--- src/hdl/iee_pkg.sv ---
// Package for the infix expression evaluator: word types, sizes, codes.
// Used by iee_div and infix_expression_evaluator; depends on nothing.
`default_nettype none
package iee_pkg;

  localparam int STACK_DEPTH = 16;
  localparam int OP_ENTRIES  = 4;
  localparam int PTR_W       = $clog2(STACK_DEPTH);
  localparam int CNT_W       = $clog2(STACK_DEPTH + 1);
  localparam int ENT_W       = (OP_ENTRIES > 1) ? $clog2(OP_ENTRIES) : 1;
  localparam int IDX_W       = $clog2(OP_ENTRIES + 1);
  localparam int CFG_IDX_W   = 2;
  localparam int FRAC_W      = 16;
  localparam int DIV_W       = 32 + FRAC_W;
  localparam int DIV_CNT_W   = $clog2(DIV_W);

  localparam logic [IDX_W-1:0] LB_MARK = IDX_W'(OP_ENTRIES);

  localparam logic [1:0] ACT_NUMBER = 2'd0;
  localparam logic [1:0] ACT_SYMBOL = 2'd1;
  localparam logic [1:0] ACT_END    = 2'd2;

  localparam logic [2:0] OPC_ADD = 3'd0;
  localparam logic [2:0] OPC_SUB = 3'd1;
  localparam logic [2:0] OPC_MUL = 3'd2;
  localparam logic [2:0] OPC_DIV = 3'd3;

  localparam logic [7:0] CH_LB = 8'h28;
  localparam logic [7:0] CH_RB = 8'h29;

  localparam logic [3:0] ERR_OK       = 4'd0;
  localparam logic [3:0] ERR_NO_TABLE = 4'd1;
  localparam logic [3:0] ERR_EMPTY    = 4'd2;
  localparam logic [3:0] ERR_TOKEN    = 4'd3;
  localparam logic [3:0] ERR_BRACKET  = 4'd4;
  localparam logic [3:0] ERR_OPERAND  = 4'd5;
  localparam logic [3:0] ERR_DIV0     = 4'd6;
  localparam logic [3:0] ERR_OPCODE   = 4'd7;
  localparam logic [3:0] ERR_OVERFLOW = 4'd8;

  typedef struct packed {
    logic [1:0]         action;
    logic signed [31:0] number_value;
    logic [7:0]         token_char;
  } in_word_t;

  typedef struct packed {
    logic signed [31:0] value;
    logic [3:0]         error_code;
  } out_word_t;

  typedef struct packed {
    logic             start;
    logic [DIV_W-1:0] num;
    logic [31:0]      den;
  } div_req_t;

  typedef struct packed {
    logic             done;
    logic [DIV_W-1:0] quo;
  } div_rsp_t;

endpackage
`default_nettype wire

--- src/hdl/iee_div.sv ---
// Unsigned restoring divider, one quotient bit per cycle.
// Depends on iee_pkg for the request and response types.
`default_nettype none
module iee_div
  import iee_pkg::*;
(
  input  wire logic     clk,
  input  wire logic     rst,
  input  wire div_req_t req,
  output div_rsp_t      rsp
);

  logic                 busy;
  logic                 done;
  logic [DIV_CNT_W-1:0] cnt;
  logic [31:0]          rem;
  logic [31:0]          den;
  logic [DIV_W-1:0]     quo;
  logic [32:0]          sh;
  logic [33:0]          diff;
  logic                 ge;

  assign sh   = {rem, quo[DIV_W-1]};
  assign diff = {1'b0, sh} - {2'b00, den};
  assign ge   = ~diff[33];

  always_ff @(posedge clk) begin
    if (rst) begin
      busy <= 1'b0;
      done <= 1'b0;
      cnt  <= '0;
    end else begin
      done <= 1'b0;
      if (req.start) begin
        busy <= 1'b1;
        cnt  <= '0;
        rem  <= '0;
        den  <= req.den;
        quo  <= req.num;
      end else if (busy) begin
        rem <= ge ? diff[31:0] : sh[31:0];
        quo <= {quo[DIV_W-2:0], ge};
        cnt <= cnt + 1'b1;
        if (cnt == DIV_CNT_W'(DIV_W - 1)) begin
          busy <= 1'b0;
          done <= 1'b1;
        end
      end
    end
  end

  assign rsp.done = done;
  assign rsp.quo  = quo;

endmodule
`default_nettype wire

--- src/hdl/infix_expression_evaluator.sv ---
// Top level of the infix expression evaluator: token sequencer, stacks, ALU.
// Depends on iee_pkg and iee_div.
//
//   port group | direction | word / width
//   in_*       | in        | in_word_t: action, number_value, token_char
//   out_*      | out       | out_word_t: value, error_code
//   cfg_*      | in        | cfg_index 2 bits, cfg_data 16 bits, no read-back
//
// A number or left bracket token is handled in S_IDLE alone. An operator, right
// bracket or end token probes the operator stack in S_TOP, then S_CHK (S_TOP
// alone if it is empty or an error is set); a reduction runs S_POPB, S_POPA
// and S_MUL or S_DIV (bit-serial divider); end reads out via S_FINRD, S_FIN.
// Reset (rst, synchronous) empties the stacks and clears the status, out_valid and the operator table.
// in_ready is low while a token is in work; an end token waits while an earlier result is still not taken.
`default_nettype none
module infix_expression_evaluator
  import iee_pkg::*;
(
  input  wire logic                 clk,
  input  wire logic                 rst,
  input  wire logic                 in_valid,
  output logic                      in_ready,
  input  wire in_word_t             in_data,
  output logic                      out_valid,
  input  wire logic                 out_ready,
  output out_word_t                 out_data,
  input  wire logic                 cfg_we,
  input  wire logic [CFG_IDX_W-1:0] cfg_index,
  input  wire logic [15:0]          cfg_data
);

  typedef enum logic [9:0] {
    S_IDLE  = 10'b0000000001,
    S_TOP   = 10'b0000000010,
    S_CHK   = 10'b0000000100,
    S_POPB  = 10'b0000001000,
    S_POPA  = 10'b0000010000,
    S_MUL   = 10'b0000100000,
    S_DIV   = 10'b0001000000,
    S_FINRD = 10'b0010000000,
    S_FIN   = 10'b0100000000,
    S_SPARE = 10'b1000000000
  } state_t;

  typedef enum logic [1:0] {
    M_RB  = 2'd0,
    M_OP  = 2'd1,
    M_END = 2'd2
  } mode_t;

  logic [15:0]        op_entry [OP_ENTRIES];
  logic signed [31:0] opnd_mem [STACK_DEPTH];
  logic [IDX_W-1:0]   opr_mem  [STACK_DEPTH];

  state_t             state, state_next;
  mode_t              mode, mode_next;
  logic [CNT_W-1:0]   opnd_cnt, opnd_cnt_next;
  logic [CNT_W-1:0]   opr_cnt, opr_cnt_next;
  logic [3:0]         err, err_next;
  logic               token_seen, token_seen_next;
  logic [IDX_W-1:0]   cur_idx, cur_idx_next;
  logic [3:0]         cur_prio, cur_prio_next;
  logic               cur_left, cur_left_next;
  logic [2:0]         opc, opc_next;
  logic               neg, neg_next;
  logic signed [31:0] b, b_next;
  logic signed [63:0] prod;
  logic signed [31:0] opnd_rd;
  logic [IDX_W-1:0]   opr_rd;

  logic               opnd_we;
  logic [PTR_W-1:0]   opnd_waddr, opnd_raddr;
  logic signed [31:0] opnd_wdata;
  logic               opr_we;
  logic [PTR_W-1:0]   opr_waddr, opr_raddr;
  logic [IDX_W-1:0]   opr_wdata;
  logic               mul_load;
  logic               out_load;

  div_req_t           div_req;
  div_rsp_t           div_rsp;

  logic               tbl_empty;
  logic               match_found;
  logic [ENT_W-1:0]   match_idx;
  logic [3:0]         err_in;
  logic [15:0]        top_entry;
  logic [15:0]        red_entry;
  logic [32:0]        sum;
  logic signed [63:0] mul_sh;
  logic [31:0]        mag_a, mag_b;
  logic [DIV_W-1:0]   qn;
  logic               q_ok;

  iee_div u_div (
    .clk (clk),
    .rst (rst),
    .req (div_req),
    .rsp (div_rsp)
  );

  function automatic logic [3:0] first_err(input logic [3:0] cur, input logic [3:0] code);
    first_err = (cur == ERR_OK) ? code : cur;
  endfunction

  always_comb begin
    tbl_empty   = 1'b1;
    match_found = 1'b0;
    match_idx   = '0;
    for (int i = 0; i < OP_ENTRIES; i++) begin
      if (op_entry[i][7:0] != 8'd0) begin
        tbl_empty = 1'b0;
      end
      if (!match_found && op_entry[i][7:0] != 8'd0 &&
          op_entry[i][7:0] == in_data.token_char) begin
        match_found = 1'b1;
        match_idx   = ENT_W'(i);
      end
    end
  end

  assign err_in    = (err == ERR_OK && tbl_empty) ? ERR_NO_TABLE : err;
  assign top_entry = op_entry[opr_rd[ENT_W-1:0]];
  assign red_entry = top_entry;
  assign in_ready  = (state == S_IDLE);
  assign mag_b     = b[31] ? 32'(-b) : 32'(b);
  assign mul_sh    = prod >>> FRAC_W;

  always_comb begin
    state_next      = state;
    mode_next       = mode;
    opnd_cnt_next   = opnd_cnt;
    opr_cnt_next    = opr_cnt;
    err_next        = err;
    token_seen_next = token_seen;
    cur_idx_next    = cur_idx;
    cur_prio_next   = cur_prio;
    cur_left_next   = cur_left;
    opc_next        = opc;
    neg_next        = neg;
    b_next          = b;
    opnd_we         = 1'b0;
    opnd_waddr      = opnd_cnt[PTR_W-1:0];
    opnd_wdata      = in_data.number_value;
    opnd_raddr      = PTR_W'(opnd_cnt - 1'b1);
    opr_we          = 1'b0;
    opr_waddr       = opr_cnt[PTR_W-1:0];
    opr_wdata       = cur_idx;
    opr_raddr       = PTR_W'(opr_cnt - 1'b1);
    mul_load        = 1'b0;
    out_load        = 1'b0;
    div_req.start   = 1'b0;
    div_req.num     = '0;
    div_req.den     = mag_b;
    sum             = '0;
    mag_a           = '0;
    qn              = '0;
    q_ok            = 1'b0;

    case (state)
      S_IDLE: begin
        if (in_valid) begin
          err_next = err_in;
          case (in_data.action)
            ACT_NUMBER: begin
              token_seen_next = 1'b1;
              if (err_in == ERR_OK) begin
                if (opnd_cnt >= CNT_W'(STACK_DEPTH)) begin
                  err_next = ERR_OVERFLOW;
                end else begin
                  opnd_we       = 1'b1;
                  opnd_cnt_next = opnd_cnt + 1'b1;
                end
              end
            end
            ACT_SYMBOL: begin
              token_seen_next = 1'b1;
              if (err_in == ERR_OK) begin
                if (in_data.token_char == CH_LB) begin
                  if (opr_cnt >= CNT_W'(STACK_DEPTH)) begin
                    err_next = ERR_OVERFLOW;
                  end else begin
                    opr_we       = 1'b1;
                    opr_wdata    = LB_MARK;
                    opr_cnt_next = opr_cnt + 1'b1;
                  end
                end else if (in_data.token_char == CH_RB) begin
                  mode_next  = M_RB;
                  state_next = S_TOP;
                end else if (!match_found) begin
                  err_next = ERR_TOKEN;
                end else begin
                  cur_idx_next  = IDX_W'(match_idx);
                  cur_prio_next = op_entry[match_idx][14:11];
                  cur_left_next = op_entry[match_idx][15];
                  mode_next     = M_OP;
                  state_next    = S_TOP;
                end
              end
            end
            ACT_END: begin
              if (!token_seen) begin
                err_next = first_err(err_in, ERR_EMPTY);
              end
              mode_next  = M_END;
              state_next = S_TOP;
            end
            default: begin
              err_next = first_err(err_in, ERR_TOKEN);
            end
          endcase
        end
      end

      S_TOP: begin
        if (err != ERR_OK) begin
          state_next = (mode == M_END) ? S_FINRD : S_IDLE;
        end else if (opr_cnt == '0) begin
          case (mode)
            M_RB: begin
              err_next   = ERR_BRACKET;
              state_next = S_IDLE;
            end
            M_OP: begin
              opr_we       = 1'b1;
              opr_cnt_next = opr_cnt + 1'b1;
              state_next   = S_IDLE;
            end
            default: state_next = S_FINRD;
          endcase
        end else begin
          state_next = S_CHK;
        end
      end

      S_CHK: begin
        if (opr_rd == LB_MARK) begin
          case (mode)
            M_RB: begin
              opr_cnt_next = opr_cnt - 1'b1;
              state_next   = S_IDLE;
            end
            M_OP: begin
              if (opr_cnt >= CNT_W'(STACK_DEPTH)) begin
                err_next = ERR_OVERFLOW;
              end else begin
                opr_we       = 1'b1;
                opr_cnt_next = opr_cnt + 1'b1;
              end
              state_next = S_IDLE;
            end
            default: begin
              err_next   = ERR_BRACKET;
              state_next = S_FINRD;
            end
          endcase
        end else if (mode == M_OP && !(top_entry[14:11] > cur_prio ||
                     (top_entry[14:11] == cur_prio && cur_left))) begin
          if (opr_cnt >= CNT_W'(STACK_DEPTH)) begin
            err_next = ERR_OVERFLOW;
          end else begin
            opr_we       = 1'b1;
            opr_cnt_next = opr_cnt + 1'b1;
          end
          state_next = S_IDLE;
        end else begin
          opr_cnt_next = opr_cnt - 1'b1;
          opc_next     = red_entry[10:8];
          if (opnd_cnt < CNT_W'(2)) begin
            err_next   = ERR_OPERAND;
            state_next = S_TOP;
          end else begin
            opnd_cnt_next = opnd_cnt - 1'b1;
            state_next    = S_POPB;
          end
        end
      end

      S_POPB: begin
        b_next        = opnd_rd;
        opnd_cnt_next = opnd_cnt - 1'b1;
        state_next    = S_POPA;
      end

      S_POPA: begin
        state_next = S_TOP;
        case (opc)
          OPC_ADD, OPC_SUB: begin
            sum = (opc == OPC_ADD) ? 33'({opnd_rd[31], opnd_rd} + {b[31], b})
                                   : 33'({opnd_rd[31], opnd_rd} - {b[31], b});
            if (sum[32] != sum[31]) begin
              err_next = ERR_OVERFLOW;
            end else begin
              opnd_we       = 1'b1;
              opnd_wdata    = sum[31:0];
              opnd_cnt_next = opnd_cnt + 1'b1;
            end
          end
          OPC_MUL: begin
            mul_load   = 1'b1;
            state_next = S_MUL;
          end
          OPC_DIV: begin
            if (b == 32'sd0) begin
              err_next = ERR_DIV0;
            end else begin
              mag_a         = opnd_rd[31] ? 32'(-opnd_rd) : 32'(opnd_rd);
              div_req.start = 1'b1;
              div_req.num   = {mag_a, {FRAC_W{1'b0}}};
              neg_next      = opnd_rd[31] ^ b[31];
              state_next    = S_DIV;
            end
          end
          default: err_next = ERR_OPCODE;
        endcase
      end

      S_MUL: begin
        state_next = S_TOP;
        if (mul_sh[63:31] != {33{1'b0}} && mul_sh[63:31] != {33{1'b1}}) begin
          err_next = ERR_OVERFLOW;
        end else begin
          opnd_we       = 1'b1;
          opnd_wdata    = mul_sh[31:0];
          opnd_cnt_next = opnd_cnt + 1'b1;
        end
      end

      S_DIV: begin
        if (div_rsp.done) begin
          state_next = S_TOP;
          qn         = neg ? DIV_W'(-div_rsp.quo) : div_rsp.quo;
          q_ok       = neg ? (div_rsp.quo <= DIV_W'(64'h8000_0000))
                           : (div_rsp.quo <  DIV_W'(64'h8000_0000));
          if (!q_ok) begin
            err_next = ERR_OVERFLOW;
          end else begin
            opnd_we       = 1'b1;
            opnd_wdata    = qn[31:0];
            opnd_cnt_next = opnd_cnt + 1'b1;
          end
        end
      end

      S_FINRD: begin
        opnd_raddr = '0;
        if (err == ERR_OK && opnd_cnt != CNT_W'(1)) begin
          err_next = ERR_OPERAND;
        end
        state_next = S_FIN;
      end

      S_FIN: begin
        opnd_raddr = '0;
        if (!out_valid || out_ready) begin
          out_load        = 1'b1;
          opnd_cnt_next   = '0;
          opr_cnt_next    = '0;
          err_next        = ERR_OK;
          token_seen_next = 1'b0;
          state_next      = S_IDLE;
        end
      end

      default: state_next = S_IDLE;
    endcase
  end

  always_ff @(posedge clk) begin
    if (rst) begin
      state      <= S_IDLE;
      mode       <= M_RB;
      opnd_cnt   <= '0;
      opr_cnt    <= '0;
      err        <= ERR_OK;
      token_seen <= 1'b0;
      out_valid  <= 1'b0;
      for (int i = 0; i < OP_ENTRIES; i++) begin
        op_entry[i] <= '0;
      end
    end else begin
      state      <= state_next;
      mode       <= mode_next;
      opnd_cnt   <= opnd_cnt_next;
      opr_cnt    <= opr_cnt_next;
      err        <= err_next;
      token_seen <= token_seen_next;
      if (out_load) begin
        out_valid <= 1'b1;
      end else if (out_ready) begin
        out_valid <= 1'b0;
      end
      if (cfg_we && 32'(cfg_index) < OP_ENTRIES) begin
        op_entry[ENT_W'(cfg_index)] <= cfg_data;
      end
    end
  end

  always_ff @(posedge clk) begin
    cur_idx  <= cur_idx_next;
    cur_prio <= cur_prio_next;
    cur_left <= cur_left_next;
    opc      <= opc_next;
    neg      <= neg_next;
    b        <= b_next;
    if (mul_load) begin
      prod <= 64'(opnd_rd) * 64'(b);
    end
    if (out_load) begin
      out_data.value      <= (err == ERR_OK) ? opnd_rd : 32'sd0;
      out_data.error_code <= err;
    end
  end

  always_ff @(posedge clk) begin
    if (opnd_we) begin
      opnd_mem[opnd_waddr] <= opnd_wdata;
    end
    opnd_rd <= opnd_mem[opnd_raddr];
    if (opr_we) begin
      opr_mem[opr_waddr] <= opr_wdata;
    end
    opr_rd <= opr_mem[opr_raddr];
  end

endmodule
`default_nettype wire
--- config.mk ---
export PLATFORM = sky130hd
export DESIGN_NAME = infix_expression_evaluator
export DESIGN_NICKNAME = d
export VERILOG_FILES = /design/src/hdl/iee_pkg.sv /design/src/hdl/iee_div.sv /design/src/hdl/infix_expression_evaluator.sv
export SDC_FILE = /design/constraint.sdc
export NUM_CORES = 2
export LEC_CHECK = 0
export ABC_CLOCK_PERIOD_IN_PS = 25300
export BUFFER_PORTS_ARGS = -buffer_cell sky130_fd_sc_hd__buf_2
export CORE_MARGIN = 4
export CORE_UTILIZATION = 55
export CTS_BUF_LIST = sky130_fd_sc_hd__clkbuf_4 sky130_fd_sc_hd__clkbuf_8
export CTS_CLUSTER_DIAMETER = 40
export DETAILED_ROUTE_END_ITERATION = 8
export PLACE_DENSITY = 0.73
export SLEW_MARGIN = 20
export SYNTH_ARGS = -nofsm -noshare
export SYNTH_HDL_FRONTEND = slang
export SYNTH_HIERARCHICAL = 1
export SYNTH_SLANG_ARGS = --single-unit
export TNS_END_PERCENT = 100
--- constraint.sdc ---
create_clock -name clk -period 25.3 [get_ports clk]
set_clock_uncertainty 0.2 [all_clocks]
set_input_delay 3.795 -clock clk [delete_from_list [all_inputs] [get_ports clk]]
set_output_delay 3.795 -clock clk [all_outputs]
set_load 0.05 [all_outputs]
Word level (Yosys, flattened, before mapping)
Memories as Yosys holds them, arrays and structs flattened. A register that Yosys moved wholly into a read port is not among the register bits.
Index checks and enable logic that the tools add are counted.

cells by class
  add/sub/neg operators = 11
  multiply operators = 1
  divide/modulo/power cells = 0
  $lt $le $gt $ge = 6
  equal/unequal tests = 64
  shifts and indexed selects = 0
  mux-type cells = 163
  bitwise gates (word level) = 9
  reductions and logical operators = 57

operators with widths
  kind                    count
  $mux W32                9
  $mux W49                3
  $mux W4                 29
  $mux W5                 23
  $mux W10                10
  $mux W48                2
  $neg A32 Y32            3
  $pmux W32 S3            1
  $pmux W10 S9            1
  $mul A32 B32 Y64        1
  $mux W1                 53
  $le A48 B32 Y1 const B  1
  $lt A48 B32 Y1 const B  1
  $ne A2 B2 Y1 const B    20
  $reduce_bool A8 Y1      5
  $pmux W5 S7             1
  $sub A33 B32 Y34        1
  $add A32 B32 Y33        1
  $mux W33                1
  $ne A33 B33 Y1 const B  1
  $reduce_bool A33 Y1     1
  $sub A32 B32 Y33        1
  $eq A8 B8 Y1            4
  $logic_not A32 Y1       1
  other kinds (70)        137

word-level totals
  bits in registers = 286
  bits in latches = 0
  bits in writable memories = 624
  ROM bits = 0
  input port bits = 65
  logic and storage cells = 335
  memories kept = 3

memory list
  memory    depth  width  read ports  clocked after memory_dff  wr ports  line                              source
  opnd_mem  16     32     1           1                         1         infix_expression_evaluator.sv:52  logic signed [31:0] opnd_mem [STACK_DEPTH];
  op_entry  4      16     6           1                         4         infix_expression_evaluator.sv:51  logic [15:0] op_entry [OP_ENTRIES];
  opr_mem   16     3      1           1                         1         infix_expression_evaluator.sv:53  logic [IDX_W-1:0] opr_mem [STACK_DEPTH];

Longest topological paths before layout
An unclocked memory read counts as a cell.

  word-level depth = 23
  depth in mapped cells = 32

Modules after synthesis
The synthesis kept the hierarchy.

by module, submodules not included
  module                      instances  cells each  area each (um2)
  infix_expression_evaluator  1          6,795       73,316.6
  iee_div                     1          544         6,585.1

Worst setup path after synthesis
No wires, ideal clock.

  path type = register to register
  start = reg b[7]
  end = mem opnd_mem[10][0] (enable)
  library setup time = 513 ps
  arrival = 8,686 ps
  slack = 15,901 ps
  cell stages (with the launch flop) = 22
  buffers on the path = 2
  clock period less this slack = 9,399 ps
  cell sequence = edfxtp_1 -> buf_2 -> or4_4 -> or3_1 -> or3_1 -> or2_2 -> nor2_1 -> nand2_1 -> or2_2 -> clkbuf_1 -> o21ai_0 -> xnor2_1 -> ha_1 -> a21o_1 -> a21oi_1 -> nand2_1 -> o31ai_1 -> o21ai_1 -> xor2_1 -> xnor2_1 -> a2111oi_4 -> nor4b_1

on the way
  word-level cells in the longest chain between the ends = 8
  elaborated cells between the ends (all ways) = 9

ends and longest elaborated chain
  what                                                         line                                                                  source
  start: declaration                                           infix_expression_evaluator.sv:66                                      logic signed [31:0] b, b_next;
  start signal: assignment                                     infix_expression_evaluator.sv:405                                     b <= b_next;
  $sub A32 B32 Y33 / $add A32 B32 Y33 (equally long branches)  infix_expression_evaluator.sv:290, infix_expression_evaluator.sv:289
  $mux W33 *                                                   infix_expression_evaluator.sv:289                                     sum = (opc == OPC_ADD) ? 33'({opnd_rd[31], opnd_rd} + {b[31], b})
  $ne A1 B1 Y1 *                                               infix_expression_evaluator.sv:291                                     if (sum[32] != sum[31]) begin
  $mux W1 *                                                    infix_expression_evaluator.sv:291
  $mux W1 *                                                    infix_expression_evaluator.sv:287                                     case (opc)
  $pmux W1 S4 *                                                infix_expression_evaluator.sv:160                                     case (state)
  $mux W1 *                                                    infix_expression_evaluator.sv:416                                     if (opnd_we) begin
  $mux W1 (implied by the code) *                              infix_expression_evaluator.sv:417                                     opnd_mem[opnd_waddr] <= opnd_wdata;
  end: declaration                                             infix_expression_evaluator.sv:52

Mark *: on every way between the ends. The rest lies on a longest branch, timed or not.

Worst setup path in the final report
  start = reg b[5]
  end = reg prod[63] (data pin)

on the way
  word-level cells in the longest chain between the ends = 1

ends and longest elaborated chain
  what                    line                               source
  $mul A32 B32 Y64        infix_expression_evaluator.sv:407  prod <= 64'(opnd_rd) * 64'(b);
  end signal: assignment  infix_expression_evaluator.sv:407
  end: declaration        infix_expression_evaluator.sv:67   logic signed [63:0] prod;

No other way between the ends.
A chain may end at the register's enable or synchronous reset.

==> summary.md <==
| Metric | Value |
|---|---|
| Setup bufs post-CTS | `0` |
| Initial antenna violation count | `23` |
| Total GRT Usage | `slightly below 30%` |
| Final Critical Period | `9480 ps` |
| First-pass GRT wire length | `between 300 and 400 mm` |
| Drt drc | `0` |
| GP Congestion | `0.938` |
| Fin worst setup slack | `approximately 16000 ps` |
| Post-synthesis async set-or-reset flop share | `0%` |
| Clock Sinks | `933` |
| Prevailing post-synth register cell | `edfxtp_1` |
| Vias per cell | `5.94` |
| Max_slew headroom | `roughly 28%` |
| WP data arrival | `9930 ps` |
| Die area | `~150000 um^2` |
| Synth Instances | `approximately 7300` |
| Grt ovf | `0` |
| Initial DRC count | `between 5000 and 6000` |
| Most frequent cells in the layout | `fa_1 (1083), inv_1 (1057), edfxtp_1 (863), nand2_1 (828), and2_1 (606)` |
| Clock latency on the worst-skew pair | `roughly 900 ps` |
| Max-cap violations | `0` |
| Worst EP required | `approximately 26000 ps` |
| Type of the most critical hold path | `flip-flop to flip-flop` |
| Run status | `finished, final reports clean` |
| Sum Neg Setup Slack | `0 ps` |
| CP endpoint kind | `flip-flop` |
| Worst Hold Margin | `about 300 ps` |
| PostCTS Resize Cnt | `0` |
| Fmax | `0.105 GHz` |
| Register area share after synthesis | `approximately a third` |
| H-Tree Depth | `4` |
| Final hold viol count | `0` |
| I/O Buffers | `approximately 100` |
| Die height | `a little under 400 um` |
| Wirelength, routed | `about 220 mm` |
| Core region area | `around 140000 um^2` |
| Mapped Area | `approximately 80000 um^2` |
| Syn-to-layout area delta | `7.54%` |
| Top Ports | `103` |
| Initial core utilization | `around 55%` |
| EDFF count, synth | `about 860` |
| Fin nets | `between 8000 and 9000` |
| Via count | `~56000` |
| Clock buffer depth | `3` |
| # fillers | `11700` |
| CP max FO | `25` |
| Worst R2R Setup Slack | `between 15000 and 20000 ps` |
| CP Class | `flip-flop to flip-flop` |
| Synthesized flop and latch total | `933` |
| Crit share post-route | `between 30% and 40%` |
| Largest net degree at the start of global routing | `100` |
| 1st-pass router iterations | `9` |
| Hold_buf cts | `0` |
| Syn avg cell area | `between 10 and 15 um^2` |
| Startpoint types | `flip-flop` |
| Drt wl/cell | `between 20 and 25 um` |
| CTS tree | `built` |
| FP Rows | `between 100 and 150` |
| Die X | `around 390 um` |
| Vias in the first global route | `58300` |
| Ys Warns | `6` |
| Num CTS Buffers | `roughly 170` |
| Most common cell after layout, fill and taps aside | `fa_1` |
| CTS root buffer | `clkbuf_8` |
| Pre-CTS setup slack | `about 16000 ps` |
| Unique masters post-synth | `between 90 and 100` |
| Worst slew pin tran | `~1100 ps` |
| Final Max Tran Viols | `0` |
| Layout cell share with drive strength beyond 1 | `approximately a tenth` |
| Clock slew seen by the registers of the worst setup and hold paths | `60 ps` |
| RSZ-0062 raised after global routing | `false` |
| Final setup fails | `0` |
| DRT antenna net count | `0` |
| Post-DP HPWL | `149 mm` |
-- stage by stage --
step	instance area, um^2	utilization [%]	instances
floorplan	80000	-	7354
global placement	82300	57.1	9033
detailed placement	82300	57.1	9033
CTS	85900	59.6	9339
global route	85900	59.7	9351
finish	85900	59.7	9356
-- synth_stat cells (54+ instances only) --
master	instances	area share (%)
fa_1	1083	27
inv_1	1059	5.0
edfxtp_1	863	32
nand2_1	828	3.9
and2_1	606	4.7
clkbuf_1	416	2.0
o21ai_0	272	1.7
ha_1	263	4.1
nor2_1	233	1.1
or3_1	147	1.2
xor2_1	144	1.6
a21oi_1	136	0.85
xnor2_1	130	1.4
a31oi_1	92	0.72
a211oi_1	82	0.77
o211ai_1	75	0.70
dfxtp_1	70	1.8
a21o_1	56	0.53
mux4_2	54	1.5
-- sequential cells by signal, summed over array words and instances (netlist names), 5 cells and up --
register and flops:
opr_mem 48, u_div/den 32, op_entry 64, opnd_rd 32, opnd_mem 512, b 32, state 9, out_data 36
u_div/rem 32, opr_cnt 5, u_div/cnt 6, prod 48, opnd_cnt 5, u_div/quo 48
-- kinds of logic after synthesis --
kind of cell	synth area share, %
mux	2.81
buf+inv	7.24
other cells	0.00469
compound gates	7.37
fa+ha+maj	31.3
flops	34.2
xor+xnor	3.00
simple gates	14.1
-- worst max-delay path, stage by stage, from the launching register on --
cell and delay (ps):
edfxtp_1 920, nand2_1 310, inv_1 160, fa_1 430, inv_1 240, fa_1 470, inv_1 260, fa_1 530
fa_1 860, inv_1 390, fa_1 590, inv_1 60, fa_1 550, fa_1 440, fa_1 480, ha_1 360
a21o_1 230, a21o_1 180, a21oi_1 220, o221ai_1 210, nor4b_1 360, o21a_1 250, o21bai_1 130, a221oi_1 310
xnor2_1 110
-- layout make-up --
class / instances / area [um^2] / share of cell area [%]
timing repair buffer: 238 / 1530 / 1.78
tap: 1903 / 2380 / 2.77
multi-input combinational: 4898 / 47000 / 54.8
clock inverter: 101 / 986 / 1.15
antenna: 17 / 42.5 / 0.0495
inverter: 1061 / 3980 / 4.64
clock buffer: 205 / 2600 / 3.03
sequential: 933 / 27400 / 31.8
-- worst paths after layout --
check,end,startpoint,cells after the start
max,prod[63],b[5],24
min,token_seen,token_seen,2
max reg2reg,prod[63],b[5],24
min reg2reg,token_seen,token_seen,2
-- per-layer routing --
metal	track usage (%)	up-vias	share of wire [%]
li1	-	24000	-
met1	38.4	28200	38
met2	47.1	2786	47
met3	5.61	604	9.5
met4	13.3	2	4.9
met5	0	-	0.0078
Power is not shown: default switching activity piles up to over one toggle a cycle in this logic, so the estimate is an artifact.
